### src/rtl/assert_macros.svh
// assertion helpers shared by the rtl
`ifndef ASSERT_MACROS_SVH
`define ASSERT_MACROS_SVH
`ifndef SYNTHESIS
// condition now implies consequence in the same cycle
`define BDO_ASSERT_SAME(lbl, clk_s, rst_s, ante, cons) \
    lbl: assert property (@(posedge clk_s) disable iff (!rst_s) (ante) |-> (cons)) \
        else $error("assertion failed");
// condition now implies consequence in the next cycle
`define BDO_ASSERT_NEXT(lbl, clk_s, rst_s, ante, cons) \
    lbl: assert property (@(posedge clk_s) disable iff (!rst_s) (ante) |=> (cons)) \
        else $error("assertion failed");
`else
`define BDO_ASSERT_SAME(lbl, clk_s, rst_s, ante, cons)
`define BDO_ASSERT_NEXT(lbl, clk_s, rst_s, ante, cons)
`endif
`endif

### src/rtl/bdo_merge.sv
`default_nettype none
module bdo_merge (
    input  wire logic               clk,
    input  wire logic               rst_n,
    input  wire logic               start,
    input  wire logic signed [15:0] emf_a,
    input  wire logic signed [15:0] emf_b,
    output logic                    busy,
    output logic [15:0]             magnitude
);
    logic [31:0] sqa_reg;
    logic [31:0] sqb_reg;
    logic [31:0] x_reg;
    logic [31:0] r_reg;
    logic [31:0] bit_reg;
    logic [1:0]  phase_reg;
    logic        busy_reg;
    logic [31:0] trial;

    assign trial = r_reg + bit_reg;

    // squares, sum, then a bit-serial square root; a start restarts it even while busy
    always_ff @(posedge clk or negedge rst_n)
    begin
        if (!rst_n)
        begin
            busy_reg  <= 1'b0;
            phase_reg <= 2'd0;
        end
        else if (start)
        begin
            busy_reg  <= 1'b1;
            phase_reg <= 2'd1;
        end
        else if (busy_reg)
        begin
            if (phase_reg == 2'd1)
            begin
                phase_reg <= 2'd2;
            end
            else if (bit_reg[0])
            begin
                busy_reg <= 1'b0;
            end
        end
    end

    always_ff @(posedge clk)
    begin
        if (start)
        begin
            sqa_reg <= 32'(emf_a) * 32'(emf_a);
            sqb_reg <= 32'(emf_b) * 32'(emf_b);
        end
        else if (busy_reg && phase_reg == 2'd1)
        begin
            x_reg   <= sqa_reg + sqb_reg;
            r_reg   <= '0;
            bit_reg <= 32'h4000_0000;
        end
        else if (busy_reg)
        begin
            if (x_reg >= trial)
            begin
                x_reg <= x_reg - trial;
                r_reg <= (r_reg >> 1) + bit_reg;
            end
            else
            begin
                r_reg <= r_reg >> 1;
            end
            bit_reg <= bit_reg >> 2;
        end
    end

    assign busy      = busy_reg;
    assign magnitude = r_reg[15:0];
endmodule
`default_nettype wire

### config.mk
export PLATFORM = sky130hd
export DESIGN_NAME = bdo_merge
export DESIGN_NICKNAME = d
export VERILOG_FILES = /design/src/rtl/assert_macros.svh /design/src/rtl/bdo_merge.sv
export SDC_FILE = /design/constraint.sdc
export NUM_CORES = 2
export LEC_CHECK = 0
export ABC_AREA = 0
export ABC_CLOCK_PERIOD_IN_PS = 9700
export BUFFER_PORTS_ARGS = -buffer_cell sky130_fd_sc_hd__buf_2
export CAP_MARGIN = 20
export CORE_MARGIN = 1.5
export CORE_UTILIZATION = 60
export CTS_CLUSTER_DIAMETER = 200
export DETAILED_ROUTE_END_ITERATION = 16
export HOLD_SLACK_MARGIN = 0.02
export PLACE_DENSITY = 0.8
export SETUP_SLACK_MARGIN = 0.1
export SLEW_MARGIN = 20
export SYNTH_ARGS = -nofsm -noshare
export SYNTH_HDL_FRONTEND = slang
export SYNTH_SLANG_ARGS = --single-unit
### constraint.sdc
create_clock -name clk -period 9.7 [get_ports clk]
set_clock_uncertainty 0.15 [all_clocks]
set_input_delay 0.485 -clock clk [delete_from_list [all_inputs] [get_ports clk]]
set_output_delay 0.485 -clock clk [all_outputs]
set_load 0.01 [all_outputs]
# --- After elaboration in Yosys (flattened, before gate mapping) ---
# Cells that the tools add are included.
# Widths: inputs -> output; s select.
totals:
  register_bits: 147
  input_bits: 35
  output_inout_bits: 17
op_classes:
  add_sub_neg: 4
  mul: 2
  n_lt_le_gt_ge: 1
  eq_ne: 1
  n_mux: 13
  n_bitwise: 1
  n_reduce_logical: 8
ops:
  columns: ["cell", "count"]
  rows:
  - ["$mux 32", 5]
  - ["$mul 16x16->32", 2]
  - ["$add 31x31->32", 1]
  - ["$add 32x31->32", 1]
  - ["$add 32x32->32", 1]
  - ["$ge 32x32->1", 1]
  - ["$sub 32x32->32", 1]
  - ["$mux 31", 1]
  - ["$reduce_bool 2->1", 4]
  - ["$mux 2", 3]
  - ["$mux 1", 4]
  - ["$reduce_and 2->1", 2]
  - ["$reduce_and 3->1", 1]
  - ["$eq 2x1->1 const B", 1]
  - ["$logic_and 1x1->1", 1]
  - ["$not 1->1", 1]

# --- Depth between registers and ports, before layout ---
depth:
  ltp_word: 5
  depth_mapped: 25
  ltp_nobuf: 23

# --- Worst setup path before layout ---
# No wires, ideal clock.
synth_path:
  path_type: "in2reg"
  startpoint: "input emf_b[5]"
  endpoint: "register sqb_reg[30], data pin"
  t_arrival_ns: 6.158
  required_time_ns: 9.288
  path_slack_ns: 3.130
  path_stages: 21
  path_buffers: 2
  path_cell_list: "clkbuf_1 -> clkbuf_1 -> nand2_1 -> fa_1 -> fa_1 -> fa_1 -> inv_1 -> fa_1 -> fa_1 -> inv_1 -> fa_1 -> inv_1 -> ha_1 -> and3_1 -> a221oi_1 -> o21ai_1 -> and3_1 -> a221o_1 -> a2111oi_0 -> o21bai_1 -> xor2_1"
synth_between:
  elab_chain_len: 1
synth_lines:
  columns: ["element", "line", "source"]
  rows:
  - ["start, declared", "bdo_merge.sv:7", "input wire logic signed [15:0] emf_b,"]
  - ["$mul 16x16->32", "bdo_merge.sv:53", "sqb_reg <= 32'(emf_b) * 32'(emf_b);"]
  - ["end signal, assigned", "bdo_merge.sv:53", null]
  - ["end, declared", "bdo_merge.sv:12", "logic [31:0] sqb_reg;"]
# Every way passes these cells.
# A chain may end at the register's enable or synchronous reset.

# --- Worst setup path in the final report ---
layout_path:
  startpoint: "input emf_b[15]"
  endpoint: "register sqb_reg[30], data pin"
# The elaborated chain is that of the path after synthesis.

==> results_dict.tcl <==
set metrics [dict create \
    status "finished with violations" \
    violations "design-rule violations" \
    rsz0062_at_grt "false" \
    antenna_cells 0 \
    synth_nets 3799 \
    drv.max_cap_violation_count 0 \
    place_area_sq_um 29100 \
    gp_congestion 0.921 \
    drtIter0Drc 1488 \
    met2WireLength_um 32300 \
    cts_tree "yes" \
    ys_warn_count 0 \
    rr_worst_depth 17 \
    synth.avg_cell_area_sq_um 9.43 \
    pre_cts_ws_ns 2.39 \
    synth_async_sr_flop_share_pct 2.07 \
    initial_core_util_pct 60.9 \
    end_kind "flip-flop" \
    drt-wirelength-per-cell_um 17.4 \
    ys.flop_type "edfxtp_1" \
    grt_max_degree 74 \
    ys_ff_latch 145 \
    mostFrequentLayoutCell "inv_1" \
    critPathLaunchType "input port" \
    grt_pass1_wl_um 107000 \
    portBuffers 51 \
    syn_area_sq_um 28400 \
    synthTopCellsByArea "fa_1, edfxtp_1, ha_1, inv_1, xnor2_1" \
    finalCritPeriodShare_pct 71.9 \
    synth_largest_area_cell "fa_1" \
    cts_root_buffer "clkbuf_16" \
    grt_pass1_vias 22200 \
    critPathKind "in -> reg" \
    design_area_sq_um 29700 \
    drtPass1Iterations 14 \
    postSynthCellCount 3016 \
    hold_viol 0 \
    area_growth_pct 4.45 \
    globalRouteOverflowTotal 0 \
    finalCriticalPeriod_ns 6.98 \
    r2r-end "r_reg[10]" \
    required_ns 9.73 \
    fmaxAchievable_mhz 143 \
    fp.dieH_um 221 \
    top_layer "met4" \
    yosysTopAreaCellShare_pct 33.2 \
    crit_end "sqb_reg[30]" \
    worstPathMaxFanout 17 \
    met3_length_um 2670 \
    dieArea_sq_um 48700 \
    post_route_cells_drive_above_1_share_pct 4.21 \
    fillers 3702 \
    arrival_ns 7.00 \
    vias 20800 \
    avgViaCountPerCell 5.75 \
    setup_viol 0 \
    io_pins 52 \
    critPathLaunch "emf_b[15]" \
    synth_edf_count 142 \
    final_cell_mix "inv_1, fa_1, ha_1" \
    ff2ff_setup_slack_ns 3.58 \
    hold_class "in -> async" \
    cts_buffers 17 \
    synth-seq-area-share_pct 15.3 \
    rows 79 \
    insertion_delay_ns 0.44 \
    drc 11 \
    regToRegStartpoint "r_reg[2]" \
    drt-total-wl_um 63200 \
    cts_sinks 145 \
    final_cells 3623 \
    finalMaxSlewViolations 0 \
    tightestPinTransition_ns 0.919 \
    setup_tns_ns 0 \
    grt_use_total_pct 27.5 \
    path_clk_slew_ns 0.07 \
    nets 3786 \
    htree_levels 4 \
    placed_cells 3590 \
    fp.coreArea_sq_um 46700 \
    ys_types 80 \
    antenna_found_initial 0 \
    clockBufferDepth 2 \
    slew_headroom_pct 38.6 \
    hpwl_um 51800 \
    wl_met1_um 25900 \
    setup_slack_ns 2.72 \
    die_x_um 221 \
    ant_nets 0 \
]
## area by class of cell
| cell class | instances | area, sq um | area share [%] |
|---|---|---|---|
| repair buffers | 58 | 330 | 1.11 |
| multi-input cells | 2123 | 21200 | 71.5 |
| clock buffers | 18 | 429 | 1.45 |
| inverters | 658 | 2470 | 8.32 |
| well taps | 607 | 759 | 2.56 |
| clock inverters | 14 | 128 | 0.430 |
| flip-flops and latches | 145 | 4340 | 14.6 |
## how the worst min path moves through the flow
stage	end	slack (ns)	start
6_report	busy	0.27	rst_n
3_5_place_dp	busy	0.17	rst_n
5_1_grt	sqb_reg[31]	0.27	start
2_1_floorplan	busy	0.04	rst_n
3_3_place_gp	busy	0.17	rst_n
4_1_cts	busy	0.26	rst_n
## stage by stage
stage	util, %	hold WS, ns
2_1_floorplan	-	0.0394
3_3_place_gp	62.4	0.165
3_5_place_dp	62.4	0.171
4_1_cts	63.6	0.256
5_1_grt	63.6	0.272
6_report	63.6	0.274
## cell usage after synthesis, types with 33 or more instances
cell	count
nor2_1	135
a21o_1	52
nor3_1	33
and2_1	114
fa_1	472
nand2_1	249
nand2b_1	40
ha_1	276
a21oi_1	115
xnor2_1	110
xor2_1	67
nand3_1	40
o21ai_0	66
inv_1	658
edfxtp_1	142
clkbuf_1	70
a211oi_1	37
## routing by layer
metal  global-route usage [%]  vias to the layer above
li1                         -                     9653
met1                     35.0                    10400
met2                     48.3                      588
met3                     2.50                      140
met4                     10.7                        0
met5                        0                        -
## kinds of logic after synthesis
group	count (synthesis)	share of synthesized area (%)
xor gates and xnor gates	177	5.45
and+or+nand+nor	709	12.1
buffers and inverters	748	10.1
adders and majority gates	748	45.4
AOI/OAI and AO/OA	468	11.0
muxes	21	0.748
DFF	145	15.3
## critical path, cell delays in order
cell and delay (ns):
buf_2 0.20, inv_1 0.45, nor2_1 0.19, fa_1 0.79, fa_1 0.51, fa_1 0.51
fa_1 0.52, fa_1 0.50, inv_1 0.05, fa_1 0.47, inv_1 0.04, ha_1 0.35
and3_1 0.22, a221oi_1 0.28, o21ai_1 0.13, and3_1 0.20, a221o_1 0.37, a2111oi_0 0.45
o21bai_1 0.13, xor2_1 0.16
## repair_timing
action	in CTS	in global routing
endpoints found under the hold margin	3	0
gates resized for setup	0	0
hold buffers	1	0
buffers inserted	0	0
Power is not shown: default switching activity piles up to over one toggle a cycle in this logic, so the estimate is an artifact.
