## src/rtl/assert_macros.svh

```systemverilog
// assertion helpers shared by the rtl
`ifndef ASSERT_MACROS_SVH
`define ASSERT_MACROS_SVH
`ifndef SYNTHESIS
// condition now implies consequence in the same cycle
`define BDO_ASSERT_SAME(lbl, clk_s, rst_s, ante, cons) \
    lbl: assert property (@(posedge clk_s) disable iff (!rst_s) (ante) |-> (cons)) \
        else $error("assertion failed");
// condition now implies consequence in the next cycle
`define BDO_ASSERT_NEXT(lbl, clk_s, rst_s, ante, cons) \
    lbl: assert property (@(posedge clk_s) disable iff (!rst_s) (ante) |=> (cons)) \
        else $error("assertion failed");
`else
`define BDO_ASSERT_SAME(lbl, clk_s, rst_s, ante, cons)
`define BDO_ASSERT_NEXT(lbl, clk_s, rst_s, ante, cons)
`endif
`endif

```

## src/rtl/bdo_pkg.sv

```systemverilog
`default_nettype none
package bdo_pkg;
    localparam int CFG_INDEX_W = 4;
    localparam int CFG_DATA_W  = 16;

    // register indexes
    localparam logic [CFG_INDEX_W-1:0] REG_RES    = 4'd0;
    localparam logic [CFG_INDEX_W-1:0] REG_IND    = 4'd1;
    localparam logic [CFG_INDEX_W-1:0] REG_PERIOD = 4'd2;
    localparam logic [CFG_INDEX_W-1:0] REG_BUS    = 4'd3;

    localparam int LIMIT_DEFAULT = 5000;
    localparam int LOW_BUS_MV    = 1000;
    localparam int MV_PER_V      = 1000;
    localparam int Q15_SHIFT     = 15;
    localparam int EMF_MAX       = 32767;
    localparam int EMF_MIN       = -32768;
    localparam int LIMIT_W       = 33;
    localparam int DIVISOR_W     = 32;

    typedef enum logic [7:0] {
        S_LSTART = 8'b0000_0001,
        S_LIMIT  = 8'b0000_0010,
        S_IDLE   = 8'b0000_0100,
        S_PREP   = 8'b0000_1000,
        S_START  = 8'b0001_0000,
        S_DIV    = 8'b0010_0000,
        S_SQRT   = 8'b0100_0000,
        S_FIN    = 8'b1000_0000
    } state_t;

    typedef enum logic [1:0] {
        KIND_PRIME  = 2'd0,
        KIND_GLITCH = 2'd1,
        KIND_NORMAL = 2'd2
    } kind_t;

    typedef struct packed {
        logic  clear;
        logic  capture;
        logic  commit;
        kind_t kind;
        logic  start;
    } lane_ctrl_t;

    typedef struct packed {
        logic busy;
        logic sat;
    } lane_stat_t;
endpackage
`default_nettype wire

```

## src/rtl/bdo_div.sv

```systemverilog
`default_nettype none
module bdo_div #(
    parameter int NW = 51,
    parameter int DW = 32
) (
    input  wire logic          clk,
    input  wire logic          rst_n,
    input  wire logic          start,
    input  wire logic [NW-1:0] dividend,
    input  wire logic [DW-1:0] divisor,
    output logic               busy,
    output logic [NW-1:0]      quotient
);
    localparam int CW = $clog2(NW + 1);

    logic [NW-1:0] q_reg;
    logic [DW-1:0] rem_reg;
    logic [DW-1:0] div_reg;
    logic [CW-1:0] cnt_reg;
    logic          busy_reg;
    logic [DW:0]   rem_sh;
    logic [DW+1:0] diff;

    // one quotient bit per cycle, restoring
    assign rem_sh = {rem_reg, q_reg[NW-1]};
    assign diff   = {1'b0, rem_sh} - {2'b00, div_reg};

    always_ff @(posedge clk or negedge rst_n)
    begin
        if (!rst_n)
        begin
            busy_reg <= 1'b0;
            cnt_reg  <= '0;
        end
        else if (start)
        begin
            busy_reg <= 1'b1;
            cnt_reg  <= CW'(NW);
        end
        else if (busy_reg)
        begin
            cnt_reg <= cnt_reg - 1'b1;
            if (cnt_reg == CW'(1))
            begin
                busy_reg <= 1'b0;
            end
        end
    end

    always_ff @(posedge clk)
    begin
        if (start)
        begin
            q_reg   <= dividend;
            rem_reg <= '0;
            div_reg <= divisor;
        end
        else if (busy_reg)
        begin
            if (!diff[DW+1])
            begin
                rem_reg <= diff[DW-1:0];
                q_reg   <= {q_reg[NW-2:0], 1'b1};
            end
            else
            begin
                rem_reg <= rem_sh[DW-1:0];
                q_reg   <= {q_reg[NW-2:0], 1'b0};
            end
        end
    end

    assign busy     = busy_reg;
    assign quotient = q_reg;
endmodule
`default_nettype wire

```

## src/rtl/bdo_lane.sv

```systemverilog
`default_nettype none
module bdo_lane
    import bdo_pkg::*;
#(
    parameter int CURRENT_BITS = 18
) (
    input  wire logic                           clk,
    input  wire logic                           rst_n,
    input  wire lane_ctrl_t                     ctrl,
    input  wire logic signed [15:0]             volt,
    input  wire logic signed [CURRENT_BITS-1:0] amp,
    input  wire logic [15:0]                    res_mohm,
    input  wire logic [15:0]                    ind_uh,
    input  wire logic [DIVISOR_W-1:0]           res_div,
    input  wire logic [DIVISOR_W-1:0]           ind_div,
    output logic [CURRENT_BITS:0]               step_mag,
    output logic signed [15:0]                  emf,
    output lane_stat_t                          stat
);
    localparam int CB = CURRENT_BITS;
    localparam int SW = CB + 2;
    localparam int RPW = CB + 17;
    localparam int LPW = SW + 17;
    localparam int NW = CB + 33;
    localparam int EW = NW + 2;

    logic signed [CB-1:0]  last_reg;
    logic signed [CB-1:0]  cur_reg;
    logic signed [15:0]    volt_reg;
    logic signed [CB:0]    step_reg;
    logic signed [SW-1:0]  slope_reg;
    logic signed [SW-1:0]  slope_next;
    logic signed [SW:0]    slope_diff;
    logic signed [RPW-1:0] rprod_reg;
    logic signed [LPW-1:0] lprod_reg;
    logic [RPW-1:0]        rabs;
    logic [LPW-1:0]        labs;
    logic [NW-1:0]         rnum;
    logic [NW-1:0]         lnum;
    logic [NW-1:0]         rq;
    logic [NW-1:0]         lq;
    logic                  rbusy;
    logic                  lbusy;
    logic signed [NW:0]    rq_s;
    logic signed [NW:0]    lq_s;
    logic signed [EW-1:0]  emf_wide;

    // quarter low-pass on the current step, floor shift
    assign slope_diff = (SW+1)'(step_reg) - (SW+1)'(slope_reg);
    assign slope_next = slope_reg + SW'(slope_diff >>> 2);

    always_ff @(posedge clk or negedge rst_n)
    begin
        if (!rst_n)
        begin
            last_reg  <= '0;
            slope_reg <= '0;
        end
        else if (ctrl.clear)
        begin
            last_reg  <= '0;
            slope_reg <= '0;
        end
        else if (ctrl.commit)
        begin
            last_reg <= cur_reg;
            unique case (ctrl.kind)
                KIND_GLITCH: slope_reg <= '0;
                KIND_NORMAL: slope_reg <= slope_next;
                default:     slope_reg <= slope_reg;
            endcase
        end
    end

    // sample capture and products
    always_ff @(posedge clk)
    begin
        if (ctrl.capture)
        begin
            cur_reg  <= amp;
            volt_reg <= volt;
            step_reg <= (CB+1)'(amp) - (CB+1)'(last_reg);
        end
        if (ctrl.commit)
        begin
            rprod_reg <= $signed({1'b0, res_mohm}) * (RPW)'(cur_reg);
            lprod_reg <= $signed({1'b0, ind_uh}) * (LPW)'(slope_next);
        end
    end

    assign step_mag = step_reg[CB] ? (CB+1)'(-step_reg) : (CB+1)'(step_reg);

    // magnitudes scaled to q15 for the dividers
    assign rabs = rprod_reg[RPW-1] ? RPW'(-rprod_reg) : RPW'(rprod_reg);
    assign labs = lprod_reg[LPW-1] ? LPW'(-lprod_reg) : LPW'(lprod_reg);
    assign rnum = NW'(rabs) << Q15_SHIFT;
    assign lnum = NW'(labs) << Q15_SHIFT;

    bdo_div #(.NW(NW), .DW(DIVISOR_W)) u_rdiv (
        .clk(clk), .rst_n(rst_n), .start(ctrl.start), .dividend(rnum),
        .divisor(res_div), .busy(rbusy), .quotient(rq)
    );

    bdo_div #(.NW(NW), .DW(DIVISOR_W)) u_ldiv (
        .clk(clk), .rst_n(rst_n), .start(ctrl.start), .dividend(lnum),
        .divisor(ind_div), .busy(lbusy), .quotient(lq)
    );

    // signs restored, truncation toward zero
    assign rq_s = rprod_reg[RPW-1] ? -$signed({1'b0, rq}) : $signed({1'b0, rq});
    assign lq_s = lprod_reg[LPW-1] ? -$signed({1'b0, lq}) : $signed({1'b0, lq});
    assign emf_wide = EW'(volt_reg) - EW'(rq_s) - EW'(lq_s);

    // clamp to q15
    always_comb
    begin
        stat.busy = rbusy | lbusy;
        stat.sat  = 1'b0;
        emf       = emf_wide[15:0];
        if (emf_wide > EW'(EMF_MAX))
        begin
            stat.sat = 1'b1;
            emf      = 16'(EMF_MAX);
        end
        else if (emf_wide < EW'(EMF_MIN))
        begin
            stat.sat = 1'b1;
            emf      = 16'(EMF_MIN);
        end
    end
endmodule
`default_nettype wire

```

## config.mk

```make
export PLATFORM = sky130hd
export DESIGN_NAME = bdo_lane
export DESIGN_NICKNAME = d
export VERILOG_FILES = /design/src/rtl/assert_macros.svh /design/src/rtl/bdo_pkg.sv /design/src/rtl/bdo_div.sv /design/src/rtl/bdo_lane.sv
export SDC_FILE = /design/constraint.sdc
export NUM_CORES = 2
export LEC_CHECK = 0
export ABC_AREA = 1
export ABC_CLOCK_PERIOD_IN_PS = 17900
export BUFFER_PORTS_ARGS = -buffer_cell sky130_fd_sc_hd__buf_2
export CAP_MARGIN = 15
export CORE_MARGIN = 4
export CORE_UTILIZATION = 40
export DETAILED_ROUTE_END_ITERATION = 6
export PLACE_DENSITY = 0.64
export RECOVER_POWER = 50
export REMOVE_ABC_BUFFERS = 1
export SYNTH_ARGS = -nofsm -noshare
export SYNTH_HDL_FRONTEND = slang
export SYNTH_SLANG_ARGS = --single-unit
```

## constraint.sdc

```tcl
create_clock -name clk -period 17.9 [get_ports clk]
set_clock_uncertainty 0.1 [all_clocks]
set_input_delay 1.79 -clock clk [delete_from_list [all_inputs] [get_ports clk]]
set_output_delay 1.79 -clock clk [all_outputs]
set_load 0.01 [all_outputs]
```

==> After elaboration in Yosys (flattened, before gate mapping) <==
Cells that the tools add are included.
Widths: inputs -> output; s select.
{ "totals": {"ff_bits": 407, "input_bits": 138, "output_inout_bits": 37} }
{ "op_classes": {"addsub": 14, "n_mul": 2, "n_lt_le_gt_ge": 2, "n_eq_ne": 4, "mux": 32, "bitwise": 1, "n_reduce_logical": 5} }
{ "op_table": {"columns": ["cell", "count"], "rows": [
  ["$mux 52", 2],
  ["$neg 51->52", 2],
  ["$mux 51", 2],
  ["$mux 50", 2],
  ["$sub 33x32->34", 2],
  ["$mux 32", 2],
  ["$gt 53x16->1 const B", 1],
  ["$lt 53x16->1 const B", 1],
  ["$sub 16x52->53", 1],
  ["$sub 53x52->53", 1],
  ["$mux 20", 2],
  ["$pmux 20 s2", 1],
  ["$mul 17x20->37", 1],
  ["$mux 18", 2],
  ["$mux 36", 1],
  ["$neg 36->36", 1],
  ["$mul 17x18->35", 1],
  ["$mux 35", 1],
  ["$neg 35->35", 1],
  ["$mux 16", 2],
  ["$mux 6", 4],
  ["$sub 19x20->21", 1],
  ["$add 20x19->20", 1],
  ["$mux 19", 1],
  ["11 further kinds", 24]
]} }

==> Longest topological paths before layout <==
{ "depth": {"word_depth": 7, "ltp_mapped": 47} }

==> Hierarchy <==
From an unflattened synthesis, not the netlist that was laid out.
{ "unflattened": {"hier_cells": 8045, "area_unflattened_um2": 58393.5} }
{ "by_module_without_submodules": {"columns": ["mod", "n_inst", "cells_each", "area_each_um2"], "rows": [
  ["bdo_lane", 1, 5879, 42871.1],
  ["bdo_div", 2, 1083, 7761.2]
]} }

==> Worst setup path after synthesis <==
Ideal clock, no wire load.
{ "synth_path": {"path_type": "flip-flop to flip-flop", "start": "reg step_reg[10]", "end": "reg lprod_reg[35] (data pin)", "setup_time_ns": 0.262, "arrival_time_ns": 8.440, "required_ns": 17.538, "slack_ns": 9.098, "path_stages_with_launch": 41, "n_path_buf": 2, "cell_sequence": "edfxtp_1 -> ha_1 -> nand2_1 -> nor2_1 -> inv_1 -> nor4_1 -> a21oi_1 -> o31ai_1 -> nand3_1 -> nand2_1 -> a21oi_1 -> xor2_1 -> ha_1 -> inv_1 -> nor3_1 -> a211oi_1 -> nand2_1 -> a21oi_1 -> (+5 left out) -> fa_1 -> inv_1 -> fa_1 -> clkbuf_1 -> xnor2_1 -> xor2_1 -> fa_1 -> fa_1 -> inv_1 -> fa_1 -> inv_1 -> ha_1 -> nand2_1 -> nor4_1 -> a211oi_1 -> nand2_1 -> a21oi_1 -> xor2_1"} }
{ "synth_between": {"elab_chain_cells": 3} }
{ "synth_lines": {"columns": ["element", "line_no", "source"], "rows": [
  ["from (decl)", "bdo_lane.sv:30", "logic signed [CB:0] step_reg;"],
  ["from (signal assigned)", "bdo_lane.sv:82", "step_reg <= (CB+1)'(amp) - (CB+1)'(last_reg);"],
  ["$sub 19x20->21", "bdo_lane.sv:49", "assign slope_diff = (SW+1)'(step_reg) - (SW+1)'(slope_reg);"],
  ["$add 20x19->20", "bdo_lane.sv:50", "assign slope_next = slope_reg + SW'(slope_diff >>> 2);"],
  ["$mul 17x20->37", "bdo_lane.sv:87", "lprod_reg <= $signed({1'b0, ind_uh}) * (LPW)'(slope_next);"],
  ["to (signal assigned)", "bdo_lane.sv:87", null],
  ["to (decl)", "bdo_lane.sv:35", "logic signed [LPW-1:0] lprod_reg;"]
]} }
No other way between the ends.
A chain may end at the register's enable or synchronous reset.

==> Worst setup path in the final report <==
{ "layout_path": {"start": "reg step_reg[2]", "end": "reg lprod_reg[34] (data pin)"} }
Same word-level chain as after synthesis.

==> flow_metrics.py <==
metrics = {
    "route": {
        "wl_met3_mm": 8.48,
        "wl_met1_mm": 69.9,
        "wirelength_mm": 156,
        "vias": 46500,
        "wl_met2_mm": 71.8,
        "highest_layer": "met4",
        "vias_per_cell": 5.01,
        "wl_per_cell_um": 16.8,
        "ant_nets": 0,
        "route.detailed.drc": 0,
        "dr.pass1.iters": 6,
        "drtIter0Drc": 3464,
    },
    "place": {
        "dp_hpwl_mm": 128,
        "io_buffer_count": 174,
        "place.gp.congestion": 0.929,
        "post_dp_cell_area_um2": 58100,
    },
    "worst_hold_path": {
        "worstHoldPathType": "flop to flop",
        "min-delay-start": "u_rdiv.rem_reg[19]",
        "worstHoldEndpoint": "u_rdiv.rem_reg[19]",
        "hold_depth": 2,
    },
    "global_routing": {
        "grt_pass1_wl_mm": 253,
        "grt_max_degree": 80,
        "grt_pass1_vias": 47600,
        "grt_overflow": 0,
        "grt_usage_pct": 21.4,
        "antenna_found_initial": 3,
    },
    "clock_tree": {
        "cts_sinks": 407,
        "tritoncts": "built",
        "worstSkewPairLatency_ns": 0.65,
        "cts-root-buf": "clkbuf_16",
        "cts_setup_buffers": 0,
        "cts.repair.resized": 0,
        "htreeDepth": 2,
        "cts_hold_buf": 0,
        "cts_buffers": 51,
        "cts.clk_slew.worst_paths_ns": 0.06,
        "max-clock-path-buffers": 3,
    },
    "floorplan": {
        "initial_core_util_pct": 40.3,
        "die_h_um": 381,
        "dieArea_um2": 145000,
        "io_pins": 175,
        "rows": 136,
        "fp.dieW_um": 381,
        "coreArea_um2": 138000,
    },
    "synthesis": {
        "post_synth_instance_area_um2": 55500,
        "ys_seq_area_share_pct": 19.8,
        "yosys.area_share.adder_pct": 32.2,
        "synth_edf_count": 260,
        "synth_top_family_by_area": "adder cells",
        "synth_seq_cells": 407,
        "syn-mean-instance-area_um2": 7.53,
        "ys.flop_type": "edfxtp_1",
        "synth_warnings": 0,
        "synthCells": 7370,
        "synthArstFlopShare_pct": 12.8,
        "synth-xor-area-share_pct": 4.70,
        "synth_cell_type_count": 64,
        "synth.mux.area_fraction_pct": 0,
        "synth_simple_gate_area_share_pct": 20.6,
        "synth_compound_area_share_pct": 9.08,
    },
    "final_layout": {
        "areaGrowthSynthToFinish_pct": 7.69,
        "layout-drive-gt1-share_pct": 5.37,
        "nets": 8604,
        "final_area_um2": 59800,
        "layout_common_cells": "1787 x inv_1, 1677 x nand2_1, 664 x fa_1, 491 x nor2_1, 365 x ha_1",
        "final_common_cell": "inv_1",
        "utilization_pct": 43.4,
    },
    "setup_path": {
        "ff2ff_setup_slack_ns": 7.71,
        "path_buf_inv": 4,
        "cp.required_ns": 18.17,
        "worstPathMaxFanout": 14,
        "start_kind": "flop",
        "cpPeakStageDelay_ns": 0.95,
        "crit_family": "adder cells",
        "r2r_end": "lprod_reg[34]",
        "r2r-start": "step_reg[2]",
        "worst-setup-path-type": "flop to flop",
        "end_kind": "flop",
        "cp_common_cell": "nand2_1",
        "cp.arrival_ns": 10.46,
        "reg2regPathDepth": 41,
        "cp_slowest_cell": "fa_1",
    },
    "timing": {
        "final_max_slew_viol_count": 450,
        "min_period_ns": 10.19,
        "worst_slew_pin_slew_ns": 3.83,
        "setup_tns_ns": 0,
        "whs_ns": 0.367,
        "rsz0062_at_grt": "no",
        "hold_viol": 0,
        "relSlewSlack_pct": -155,
        "fmax_ghz": 0.0981,
        "timing.final.crit_share_pct": 56.9,
        "setup_viol": 0,
    },
    "run_status": {
        "violations": "capacitance limit, slew limit",
        "status": "complete, but fails checks",
    },
    "flow_run": {
        "cap_violations": 10,
    },
}
-- worst max path at each step --
stage / start / to / slack, ns / cells past startpoint
3_5_place_dp: step_reg[10] / lprod_reg[33] / 7.68 / 40
4_1_cts: step_reg[10] / lprod_reg[33] / 7.65 / 40
3_3_place_gp: step_reg[11] / lprod_reg[33] / 7.88 / 40
5_1_grt: step_reg[11] / lprod_reg[33] / 6.72 / 41
2_1_floorplan: step_reg[10] / lprod_reg[36] / 9.11 / 38
6_report: step_reg[2] / lprod_reg[34] / 7.71 / 41
-- cells in the mapped netlist (95+ instances only) --
library cell | instances | area, um2
nand3_1 | 199 | 996
inv_1 | 1790 | 6720
xor2_1 | 214 | 1870
fa_1 | 664 | 13300
nand2_1 | 1677 | 6290
dfxtp_1 | 95 | 1900
nor3_1 | 96 | 480
edfxtp_1 | 260 | 7810
o21ai_0 | 294 | 1470
ha_1 | 365 | 4570
clkbuf_1 | 170 | 638
nor2_1 | 495 | 1860
a21oi_1 | 349 | 1750
-- worst min-delay path, stage by stage (launching register included) --
cell,delay [ns]
dfxtp_1,0.32
nand2_1,0.06
nand2_1,0.04
-- cells by family (layout without fill, tap and decap cells) --
| kind of cell | Yosys count | count (layout) |
|---|---|---|
| AOI/OAI and AO/OA | 904 | 904 |
| xor gates and xnor gates | 297 | 297 |
| adders and majority gates | 1029 | 1029 |
| buffers and inverters | 2004 | 2114 |
| DFF | 407 | 407 |
| other | 0 | 1 |
| and+or+nand+nor | 2729 | 2729 |
-- per-layer routing --
metal  track usage (%)  vias up
met5                 0        -
met4              6.40        0
met3              2.53      255
met2              35.8     1300
met1              29.2    22200
li1                  -    22700
-- final cells by class --
class,count,area [um2]
sequential,407,11000
clock buffer,62,1340
multi-input combinational,4959,37000
clock inverter,34,388
antenna,1,2.50
timing repair buffer,204,1020
tap,1794,2240
fill,13900,77900
inverter,1814,6810
-- stage by stage --
step           setup slack [ns]  instances
6_report                   7.71       9275
5_1_grt                    6.72       9274
4_1_cts                    7.65       9273
3_5_place_dp               7.68       9177
3_3_place_gp               7.88       9177
2_1_floorplan              9.11       7180
Power is left out: the tool's default activity adds up to more than one toggle a clock period on the data nets, which glitch-free logic cannot reach.
