$ cat src/rtl/assert_macros.svh
// assertion helpers shared by the rtl
`ifndef ASSERT_MACROS_SVH
`define ASSERT_MACROS_SVH
`ifndef SYNTHESIS
// condition now implies consequence in the same cycle
`define BDO_ASSERT_SAME(lbl, clk_s, rst_s, ante, cons) \
    lbl: assert property (@(posedge clk_s) disable iff (!rst_s) (ante) |-> (cons)) \
        else $error("assertion failed");
// condition now implies consequence in the next cycle
`define BDO_ASSERT_NEXT(lbl, clk_s, rst_s, ante, cons) \
    lbl: assert property (@(posedge clk_s) disable iff (!rst_s) (ante) |=> (cons)) \
        else $error("assertion failed");
`else
`define BDO_ASSERT_SAME(lbl, clk_s, rst_s, ante, cons)
`define BDO_ASSERT_NEXT(lbl, clk_s, rst_s, ante, cons)
`endif
`endif

$ cat src/rtl/bdo_div.sv
`default_nettype none
module bdo_div #(
    parameter int NW = 51,
    parameter int DW = 32
) (
    input  wire logic          clk,
    input  wire logic          rst_n,
    input  wire logic          start,
    input  wire logic [NW-1:0] dividend,
    input  wire logic [DW-1:0] divisor,
    output logic               busy,
    output logic [NW-1:0]      quotient
);
    localparam int CW = $clog2(NW + 1);

    logic [NW-1:0] q_reg;
    logic [DW-1:0] rem_reg;
    logic [DW-1:0] div_reg;
    logic [CW-1:0] cnt_reg;
    logic          busy_reg;
    logic [DW:0]   rem_sh;
    logic [DW+1:0] diff;

    // one quotient bit per cycle, restoring
    assign rem_sh = {rem_reg, q_reg[NW-1]};
    assign diff   = {1'b0, rem_sh} - {2'b00, div_reg};

    always_ff @(posedge clk or negedge rst_n)
    begin
        if (!rst_n)
        begin
            busy_reg <= 1'b0;
            cnt_reg  <= '0;
        end
        else if (start)
        begin
            busy_reg <= 1'b1;
            cnt_reg  <= CW'(NW);
        end
        else if (busy_reg)
        begin
            cnt_reg <= cnt_reg - 1'b1;
            if (cnt_reg == CW'(1))
            begin
                busy_reg <= 1'b0;
            end
        end
    end

    always_ff @(posedge clk)
    begin
        if (start)
        begin
            q_reg   <= dividend;
            rem_reg <= '0;
            div_reg <= divisor;
        end
        else if (busy_reg)
        begin
            if (!diff[DW+1])
            begin
                rem_reg <= diff[DW-1:0];
                q_reg   <= {q_reg[NW-2:0], 1'b1};
            end
            else
            begin
                rem_reg <= rem_sh[DW-1:0];
                q_reg   <= {q_reg[NW-2:0], 1'b0};
            end
        end
    end

    assign busy     = busy_reg;
    assign quotient = q_reg;
endmodule
`default_nettype wire

$ cat config.mk
export PLATFORM = sky130hd
export DESIGN_NAME = bdo_div
export DESIGN_NICKNAME = d
export VERILOG_FILES = /design/src/rtl/assert_macros.svh /design/src/rtl/bdo_div.sv
export SDC_FILE = /design/constraint.sdc
export NUM_CORES = 1
export LEC_CHECK = 0
export BUFFER_PORTS_ARGS = -buffer_cell sky130_fd_sc_hd__buf_2
export CORE_MARGIN = 4
export CORE_UTILIZATION = 50
export CTS_CLUSTER_DIAMETER = 60
export DETAILED_ROUTE_END_ITERATION = 6
export PLACE_DENSITY = 0.76
export SKIP_LAST_GASP = 1
export SLEW_MARGIN = 20
export SYNTH_ARGS = -nofsm -noshare
export SYNTH_HDL_FRONTEND = slang
export SYNTH_SLANG_ARGS = --single-unit
$ cat constraint.sdc
create_clock -name clk -period 2.8 [get_ports clk]
set_input_delay 0.28 -clock clk [delete_from_list [all_inputs] [get_ports clk]]
set_output_delay 0.28 -clock clk [all_outputs]
set_load 0.005 [all_outputs]
## Word level (Yosys, flattened, before mapping)

Index checks and enable logic that the tools add are counted.

| operators by class | value |
|---|---|
| $add $sub $neg | 2 |
| eq/ne operators | 1 |
| muxes and demuxes | 9 |
| reduce and logical (&&, ||, !) cells | 1 |

Operators by type and width:

| cell | count |
|---|---|
| 51-bit two-way mux | 2 |
| 33-bit by 32-bit subtractor with 34-bit output | 1 |
| 32-bit two-way mux | 1 |
| 6-bit two-way mux | 2 |
| 6-bit by 1-bit == test with 1-bit output (second input constant) | 1 |
| 6-bit by 1-bit subtractor with 6-bit output (second input constant) | 1 |
| 1-bit two-way mux | 4 |
| 2-bit nonzero test | 1 |

| storage, ports and cells | value |
|---|---|
| bits in registers | 122 |
| input port bits | 86 |
| output and inout port bits | 52 |
| word-level logic and storage cells | 18 |

## Logic depth before layout (Yosys ltp)

Gate-level depths: netlist of the first run.

| logic depth | value |
|---|---|
| depth in word-level cells | 4 |
| gate-level depth with buffers | 13 |

## Worst setup path after synthesis of the first run

Ideal clock, no wire load.

| timing path | value |
|---|---|
| path kind | register -> register |
| from | register q_reg[50], in the netlist quotient[50] |
| to | register rem_reg[28] |
| data arrival time | 2.595 ns |
| data required time | 2.670 ns |
| setup slack | 0.075 ns |
| cell stages (with the launch flop) | 13 |
| period minus slack after synthesis | 2.725 ns |
| path through | edfxtp_1 > inv_1 > ha_1 > inv_1 > fa_1 > a21o_1 > a31oi_1 > or4_1 > nand2_1 > a31oi_1 > mux2_2 > a2111oi_0 > o31ai_1 |

| between the ends | value |
|---|---|
| word-level cells in the longest chain between the ends | 2 |

RTL lines:

| what | line | source |
|---|---|---|
| start, declared | bdo_div.sv:16 | `logic [NW-1:0] q_reg;` |
| start signal, assigned | bdo_div.sv:54 | `q_reg <= dividend;` |
| start signal, assigned | bdo_div.sv:63 | `q_reg <= {q_reg[NW-2:0], 1'b1};` |
| start signal, assigned | bdo_div.sv:68 | `q_reg <= {q_reg[NW-2:0], 1'b0};` |
| 33-bit by 32-bit subtractor with 34-bit output | bdo_div.sv:26 | `assign diff = {1'b0, rem_sh} - {2'b00, div_reg};` |
| 32-bit two-way mux | bdo_div.sv:60 | `if (!diff[DW+1])` |
| end signal, assigned | bdo_div.sv:62 | `rem_reg <= diff[DW-1:0];` |
| end signal, assigned | bdo_div.sv:67 | `rem_reg <= rem_sh[DW-1:0];` |
| end, declared | bdo_div.sv:17 | `logic [DW-1:0] rem_reg;` |

No other way between the ends.
A chain may end at the register's enable or synchronous reset.

## Worst setup path in the final report of the first run

| timing path | value |
|---|---|
| from | register div_reg[18] |
| to | register q_reg[0], in the netlist quotient[0] (data pin) |

| between the ends | value |
|---|---|
| word-level cells in the longest chain between the ends | 4 |

RTL lines:

| what | line | source |
|---|---|---|
| start, declared | bdo_div.sv:18 | `logic [DW-1:0] div_reg;` |
| start signal, assigned | bdo_div.sv:56 | `div_reg <= divisor;` |
| 33-bit by 32-bit subtractor with 34-bit output | bdo_div.sv:26 |  |
| 1-bit two-way mux | bdo_div.sv:60 |  |
| 51-bit two-way mux | bdo_div.sv:58 | `else if (busy_reg)` |
| 51-bit two-way mux | bdo_div.sv:52 | `if (start)` |

No other way between the ends. The select of a mux whose other input is x is not followed.

==> flow_summary.json, run 1 <==
{
  "status": "finished, final reports clean",
  "drt_pass1_iterations": 6,
  "die_x_um": 125,
  "ios": 138,
  "clockBufferDepth": 2,
  "required_ns": 2.97,
  "numPortBuffers": 137,
  "largest_register_ff_count": 51,
  "drt-initial-drc-count": 392,
  "fmax_ghz": 0.365,
  "async_reset_ff_share_pct": 5.74,
  "hold_path_class": "in2reg",
  "postRouteAntennaNets": 0,
  "routed-via-count": 5459,
  "critPathKind": "reg2reg",
  "area.growth.synth_to_final_pct": 27.1,
  "syn_inst": 623,
  "synthTopCellsByCount": "edfxtp_1 (83), nand2_1 (58), mux2_2 (52)",
  "fillers": 1019,
  "htree_levels": 4,
  "rsz0062_at_grt": "yes",
  "synth_seq_cells": 122,
  "synthMuxAreaShare_pct": 10.1,
  "clk_pin_slew_worst_paths_ns": 0.06,
  "setup_violations": 0,
  "antenna_cells": 0,
  "numCtsBuffers": 17,
  "synth_xor_area_share_pct": 3.95,
  "wire_per_inst_um": 17.0,
  "drive_gt1_share_pct": 40.0,
  "ys.flop_type": "edfxtp_1",
  "synth.cell_area_mm2": 0.00688,
  "synth_compound_area_share_pct": 15.5,
  "vdd.ir_drop.worst_uv": 483,
  "drc": 0,
  "avgSynthCellArea_um2": 11.0,
  "synth-edff-count": 83,
  "worst_ep_arrival_time_ns": 2.91,
  "worstSetupEndpointType": "flop",
  "cp_max_fo": 6,
  "grtUsageTotal_pct": 20.7,
  "grt_overflow": 0,
  "initial_utilization_pct": 51.6,
  "tightest_slew_ns": 0.675,
  "clock-root-buffer": "clkbuf_16",
  "leakage_uw": 0.00369,
  "p_per_area_mw_per_mm2": 850,
  "synth_fa_ha_area_share_pct": 6.47,
  "antenna_found_initial": 0,
  "routabilityCongestion": 0.900,
  "synth_most_common_cell": "edfxtp_1",
  "finalCriticalPeriod_ns": 2.74,
  "yosysSeqAreaShare_pct": 48.1,
  "grt_start_max_net_pins": 115,
  "cpPeakStageDelay_ns": 0.41,
  "utilization_pct": 65.6,
  "core_area_mm2": 0.0133,
  "rows": 42,
  "synth_warnings": 0,
  "cp-start-kind": "flop",
  "cp_top_family": "compound AO/OA/AOI/OAI gates",
  "vias_per_cell": 5.55,
  "r2r_slack_ns": 0.06,
  "synth.distinct_cells": 65,
  "grt_pass1_vias": 5527,
  "slew_headroom_pct": 55.0,
  "clock_sinks": 122,
  "cap_violations": 0,
  "clock_latency_ns": 0.42,
  "path_cells": "inv_1, ha_2, a21o_1, a31oi_1, o21a_1, o211ai_1, o311ai_4, nand2_2, buf_4, mux2_2",
  "synth.largest_area_cell": "edfxtp_1",
  "cp_slowest_cell": "o311ai_4",
  "fp.dieH_um": 125,
  "synth_top_family_by_area": "compound AO/OA/AOI/OAI gates",
  "dieArea_mm2": 0.0157,
  "fin_tns_setup_ns": 0,
  "totalWireLength_um": 16700,
  "grt_pass1_wl_um": 26500,
  "finalHoldViolCount": 0,
  "whs_ns": 0.0352,
  "drv_slew": 0,
  "cp.buffers_inverters": 2,
  "synth-simple-area-share_pct": 11.2,
  "cts_tree": "done",
  "layout.nets": 916,
  "syn-num-nets": 744,
  "yosys-top-cells-area": "edfxtp_1 (36%), dfxtp_1 (9.3%), mux2_2 (8.5%), ha_1 (6.2%), nand2_1 (3.2%)",
  "synth_top_area_share_pct": 36.2,
  "hpwl_um": 11600,
  "fin_worst_skew_ns": 0.00900,
  "finalCritPeriodShare_pct": 97.7
}
## cells by family (layout without fill, tap and decap cells)
logic type / Yosys count / after routing
flip-flops: 122 / 122
XOR/XNOR: 31 / 31
buffers and inverters: 72 / 255
multiplexers: 63 / 63
AO/OA/AOI/OAI: 136 / 136
adder cells (fa/ha/maj): 35 / 35
AND/OR/NAND/NOR: 164 / 166
## layout by cell type (no fill, tap or decap), types with 4 or more instances in the layout
cell and n:
a211oi_1 10, a21o_1 7, a21oi_1 27, a311oi_1 4, a311oi_2 12, a31oi_1 6
buf_2 136, buf_4 44, clkbuf_16 17, dfrtp_1 7, dfxtp_1 32, edfxtp_1 83
ha_1 29, inv_1 37, inv_6 6, mux2_2 51, mux2i_1 11, nand2_1 57
nand2_2 7, nand2b_1 8, nand3_1 12, nand4_1 7, nor2_1 44, nor3_1 6
o211ai_1 4, o21ai_0 25, o31ai_1 6, xnor2_1 20, xor2_1 11
## cell type report
class                      instances  area [µm²]  area share, %
multi-input combinational        431        3410           39.0
sequential                       122        3310           37.8
timing repair buffer             183        1060           12.1
clock buffer                      18         439           5.02
tap                              176         220           2.52
clock inverter                    14         159           1.82
inverter                          40         150           1.72
## stage by stage
stage          setup slack [ns]  total power (µW)  area, µm²  std cells
2_1_floorplan            0.0751              4250       6880        623
3_3_place_gp             0.0338              4900       7920        941
3_5_place_dp             -0.155              4980       7920        941
4_1_cts                  0.0219              7250       8540        974
5_1_grt                 -0.0536              7830       8750        984
6_report                 0.0631              7440       8750        984
## metal layers
layer | GRT usage [%] | vias up | part of all wire, %
li1 | - | 2661 | -
met1 | 25.6 | 2569 | 43
met2 | 34.3 | 213 | 48
met3 | 7.38 | 16 | 7.6
met4 | 5.87 | 0 | 1.0
met5 | 0 | - | 0
## report_power, final
part | leakage, µW | total, µW | internal, µW | switching [µW]
Clock | 0.000289 | 2220 | 1350 | 872
Sequential | 0.00119 | 2420 | 2220 | 204
Combinational | 0.00221 | 2790 | 1300 | 1490
## worst register-to-register path, cell delays in order, from the launching register on
cell      delay (ns)
edfxtp_1        0.36
inv_1           0.07
ha_2            0.30
a21o_1          0.22
a31oi_1         0.18
o21a_1          0.16
o211ai_1        0.19
o311ai_4        0.41
nand2_2         0.17
buf_4           0.18
mux2_2          0.25
## worst paths after layout
check | startpoint | depth (start not counted) | endpoint
min | divisor[5] | 1 | div_reg[5]$_DFFE_PP_
max reg2reg | div_reg[18]$_DFFE_PP_ | 10 | quotient[0]$_DFFE_PP_
max | div_reg[18]$_DFFE_PP_ | 10 | quotient[0]$_DFFE_PP_
max in group asynchronous | rst_n | 2 | cnt_reg[4]$_DFFE_PN0P_
min reg2reg | rem_reg[30]$_SDFFE_PP0P_ | 2 | rem_reg[30]$_SDFFE_PP0P_
min in group asynchronous | rst_n | 2 | cnt_reg[1]$_DFFE_PN0P_
## what timing repair did
item,in CTS,in global routing
setup endpoints to repair,1,32
hold buffers,1,0
resized for setup,4,24
pin swaps,0,24
endpoints found under the hold margin,7,0
setup buffers,0,8
gates cloned,0,2
Power figures use the tool's default switching activity.
==> inputs of run 2 (changes only) <==
ABC_AREA = 1   (was not set)
CORE_UTILIZATION = 51   (was 50)
PLACE_DENSITY = 0.77   (was 0.76)
==> flow_summary.json, run 2 <==
{
  "status": "finished with violations",
  "violations": "DRC",
  "cts_hold_buf": 1,
  "utilization_pct": 62.5,
  "area.growth.synth_to_final_pct": 18.2,
  "rr_endpoint": "rem_reg[28]$_SDFFE_PP0P_",
  "synth-edff-count": 83,
  "grt_pass1_wl_um": 33100,
  "multi_input_area_mm2": 0.00363,
  "hpwl_um": 15100,
  "p_per_area_mw_per_mm2": 922,
  "wire_per_inst_um": 14.2,
  "layout_setup_ws_ns": 0.426,
  "clock_latency_ns": 0.43,
  "leakage_uw": 0.00501,
  "ff2ff_path_depth": 16,
  "drc": 3,
  "finalHoldViolCount": 0,
  "worst_ep_arrival_time_ns": 2.70,
  "synth_seq_cells": 122,
  "r2r_slack_ns": 0.43,
  "finalCriticalPeriod_ns": 2.37,
  "grt_overflow": 0,
  "ios": 138,
  "cts_setup_buffers": 0,
  "async_reset_ff_share_pct": 5.74,
  "fin_worst_skew_ns": 0.00770,
  "fillers": 1334,
  "drt-met1-wl_um": 8550,
  "drive_gt1_share_pct": 19.5,
  "routed-via-count": 7005,
  "startpoint": "quotient[50]$_DFFE_PP_",
  "synth.cell_area_mm2": 0.00777,
  "cp-start-kind": "flop",
  "synthTopCellsByCount": "nand2_1 (452), inv_1 (166), edfxtp_1 (83)",
  "critPathKind": "reg2reg",
  "setup_violations": 0,
  "regArea_mm2": 0.00331,
  "min_path_cells": 1,
  "slew_headroom_pct": 62.4,
  "htree_levels": 4,
  "syn_inst": 1062,
  "cp_max_fo": 4,
  "initial_utilization_pct": 52.8,
  "drv_slew": 0,
  "synth_most_common_cell": "nand2_1",
  "cap_violations": 0,
  "hold_end": "div_reg[9]$_DFFE_PP_",
  "rsz0062_at_grt": "no",
  "grt_start_max_net_pins": 39,
  "drt-initial-drc-count": 629,
  "clock-root-buffer": "clkbuf_16",
  "ys.flop_type": "edfxtp_1",
  "numPortBuffers": 137,
  "routabilityCongestion": 0.943,
  "die_x_um": 131,
  "finalCritPeriodShare_pct": 84.8,
  "tightest_slew_ns": 0.563,
  "clock_sinks": 122,
  "yosysSeqAreaShare_pct": 42.6,
  "drt_pass1_iterations": 7,
  "synth_top_area_share_pct": 32.1,
  "grtUsageTotal_pct": 23.6,
  "post-place-ws_ns": 0.443,
  "core_area_mm2": 0.0147,
  "fin_tns_setup_ns": 0,
  "synth_warnings": 0,
  "rows": 44,
  "final_common_cell": "nand2_1",
  "vias_per_cell": 5.00,
  "postRouteAntennaNets": 0,
  "min_from": "divisor[9]",
  "avgSynthCellArea_um2": 7.31,
  "largest_register_ff_count": 51,
  "hold_path_class": "in2reg",
  "clockBufferDepth": 2,
  "worstSetupEndpointType": "flop",
  "dr_wl_met3_um": 1430,
  "cts_resized": 0,
  "yosys-top-cells-area": "edfxtp_1 (32%), nand2_1 (22%), dfxtp_1 (8.2%), inv_1 (8.0%), ha_1 (5.5%)",
  "layout.nets": 1325,
  "fp.dieH_um": 131,
  "dieArea_mm2": 0.0173,
  "antenna_found_initial": 1,
  "routed-wl-met2_um": 9480,
  "final_cell_mix": "nand2_1 (452), inv_1 (166), buf_2 (136)",
  "grt_pass1_vias": 6784,
  "numCtsBuffers": 17,
  "fmax_ghz": 0.421,
  "synth.distinct_cells": 41,
  "totalWireLength_um": 19900,
  "vdd.ir_drop.worst_uv": 539,
  "cts_tree": "done",
  "required_ns": 3.13,
  "synth.largest_area_cell": "edfxtp_1",
  "syn-num-nets": 1183,
  "highest_layer": "met4",
  "clk_pin_slew_worst_paths_ns": 0.06,
  "r2r_start": "quotient[50]$_DFFE_PP_"
}
## run 2: cell types whose count changed in the layout (fill, tap and decap cells not counted), sizes merged, moves of 16 or more
cell,before,now
nand2,64,473
nand3,13,83
mux2,52,0
buf,182,148
a311oi,17,0
nand3b,0,16
inv,46,182
## run 2: cell families (layout without fill, tap and decap cells)
group           after synthesis  after routing  share of synthesized area (%)
simple gates                646            646                           36.3
fa+ha+maj                    35             35                           5.74
flops                       122            122                           42.6
compound gates               43             43                           3.03
buf+inv                     202            357                           10.7
xor+xnor                     14             14                           1.58
other cells                   0              1                              0
## run 2: worst max-delay path, stage by stage, from the launching register on
cell	delay [ns]
edfxtp_1	0.39
inv_1	0.09
ha_1	0.14
inv_1	0.08
fa_1	0.43
nand3_1	0.11
nand3_1	0.14
nand2_1	0.10
nand2_1	0.16
nand2_1	0.10
nand2_1	0.09
nand2_1	0.13
nand2_1	0.06
nand2_1	0.07
nand3_2	0.06
nand2_1	0.08
nand2_1	0.04
## run 2: worst max path at each step
stage	endpoint	slack, ns
floorplan	quotient[0]$_DFFE_PP_	0.17
global placement	rem_reg[28]$_SDFFE_PP0P_	0.46
detailed placement	rem_reg[28]$_SDFFE_PP0P_	0.44
CTS	rem_reg[28]$_SDFFE_PP0P_	0.45
global route	rem_reg[28]$_SDFFE_PP0P_	0.10
finish	rem_reg[28]$_SDFFE_PP0P_	0.43
## run 2: final cells by class
cell class | instances | share of cell area [%]
Sequential cell | 122 | 36.0
Multi-Input combinational cell | 738 | 39.5
Clock inverter | 14 | 1.27
Inverter | 176 | 7.20
Antenna cell | 1 | 0.0273
Tap cell | 184 | 2.51
Clock buffer | 18 | 4.67
Timing Repair Buffer | 149 | 8.78
## run 2: report_power, final
group          total (µW)  switching [µW]  leakage [µW]  internal (µW)
clock network        2030             878      0.000256           1150
registers            2490             214       0.00121           2270
logic                3950            2490       0.00354           1470
total                8470            3580       0.00501           4890
## run 2: metal layers
metal  vias up  GRT usage, %
met4         0          9.16
met1      3132          29.9
met3        39          5.77
met5         -             0
li1       3608             -
met2       226          39.0
## run 2: per-stage QoR
stage               power (µW)  hold slack, ns  area [µm²]  instances
detailed placement        6430           0.123        8620       1368
finish                    8470          0.0211        9180       1402
CTS                       8490         0.00588        9180       1401
global route              9180          0.0108        9180       1402
global placement          6390           0.122        8620       1368
floorplan                 5610         -0.0156        7770       1062
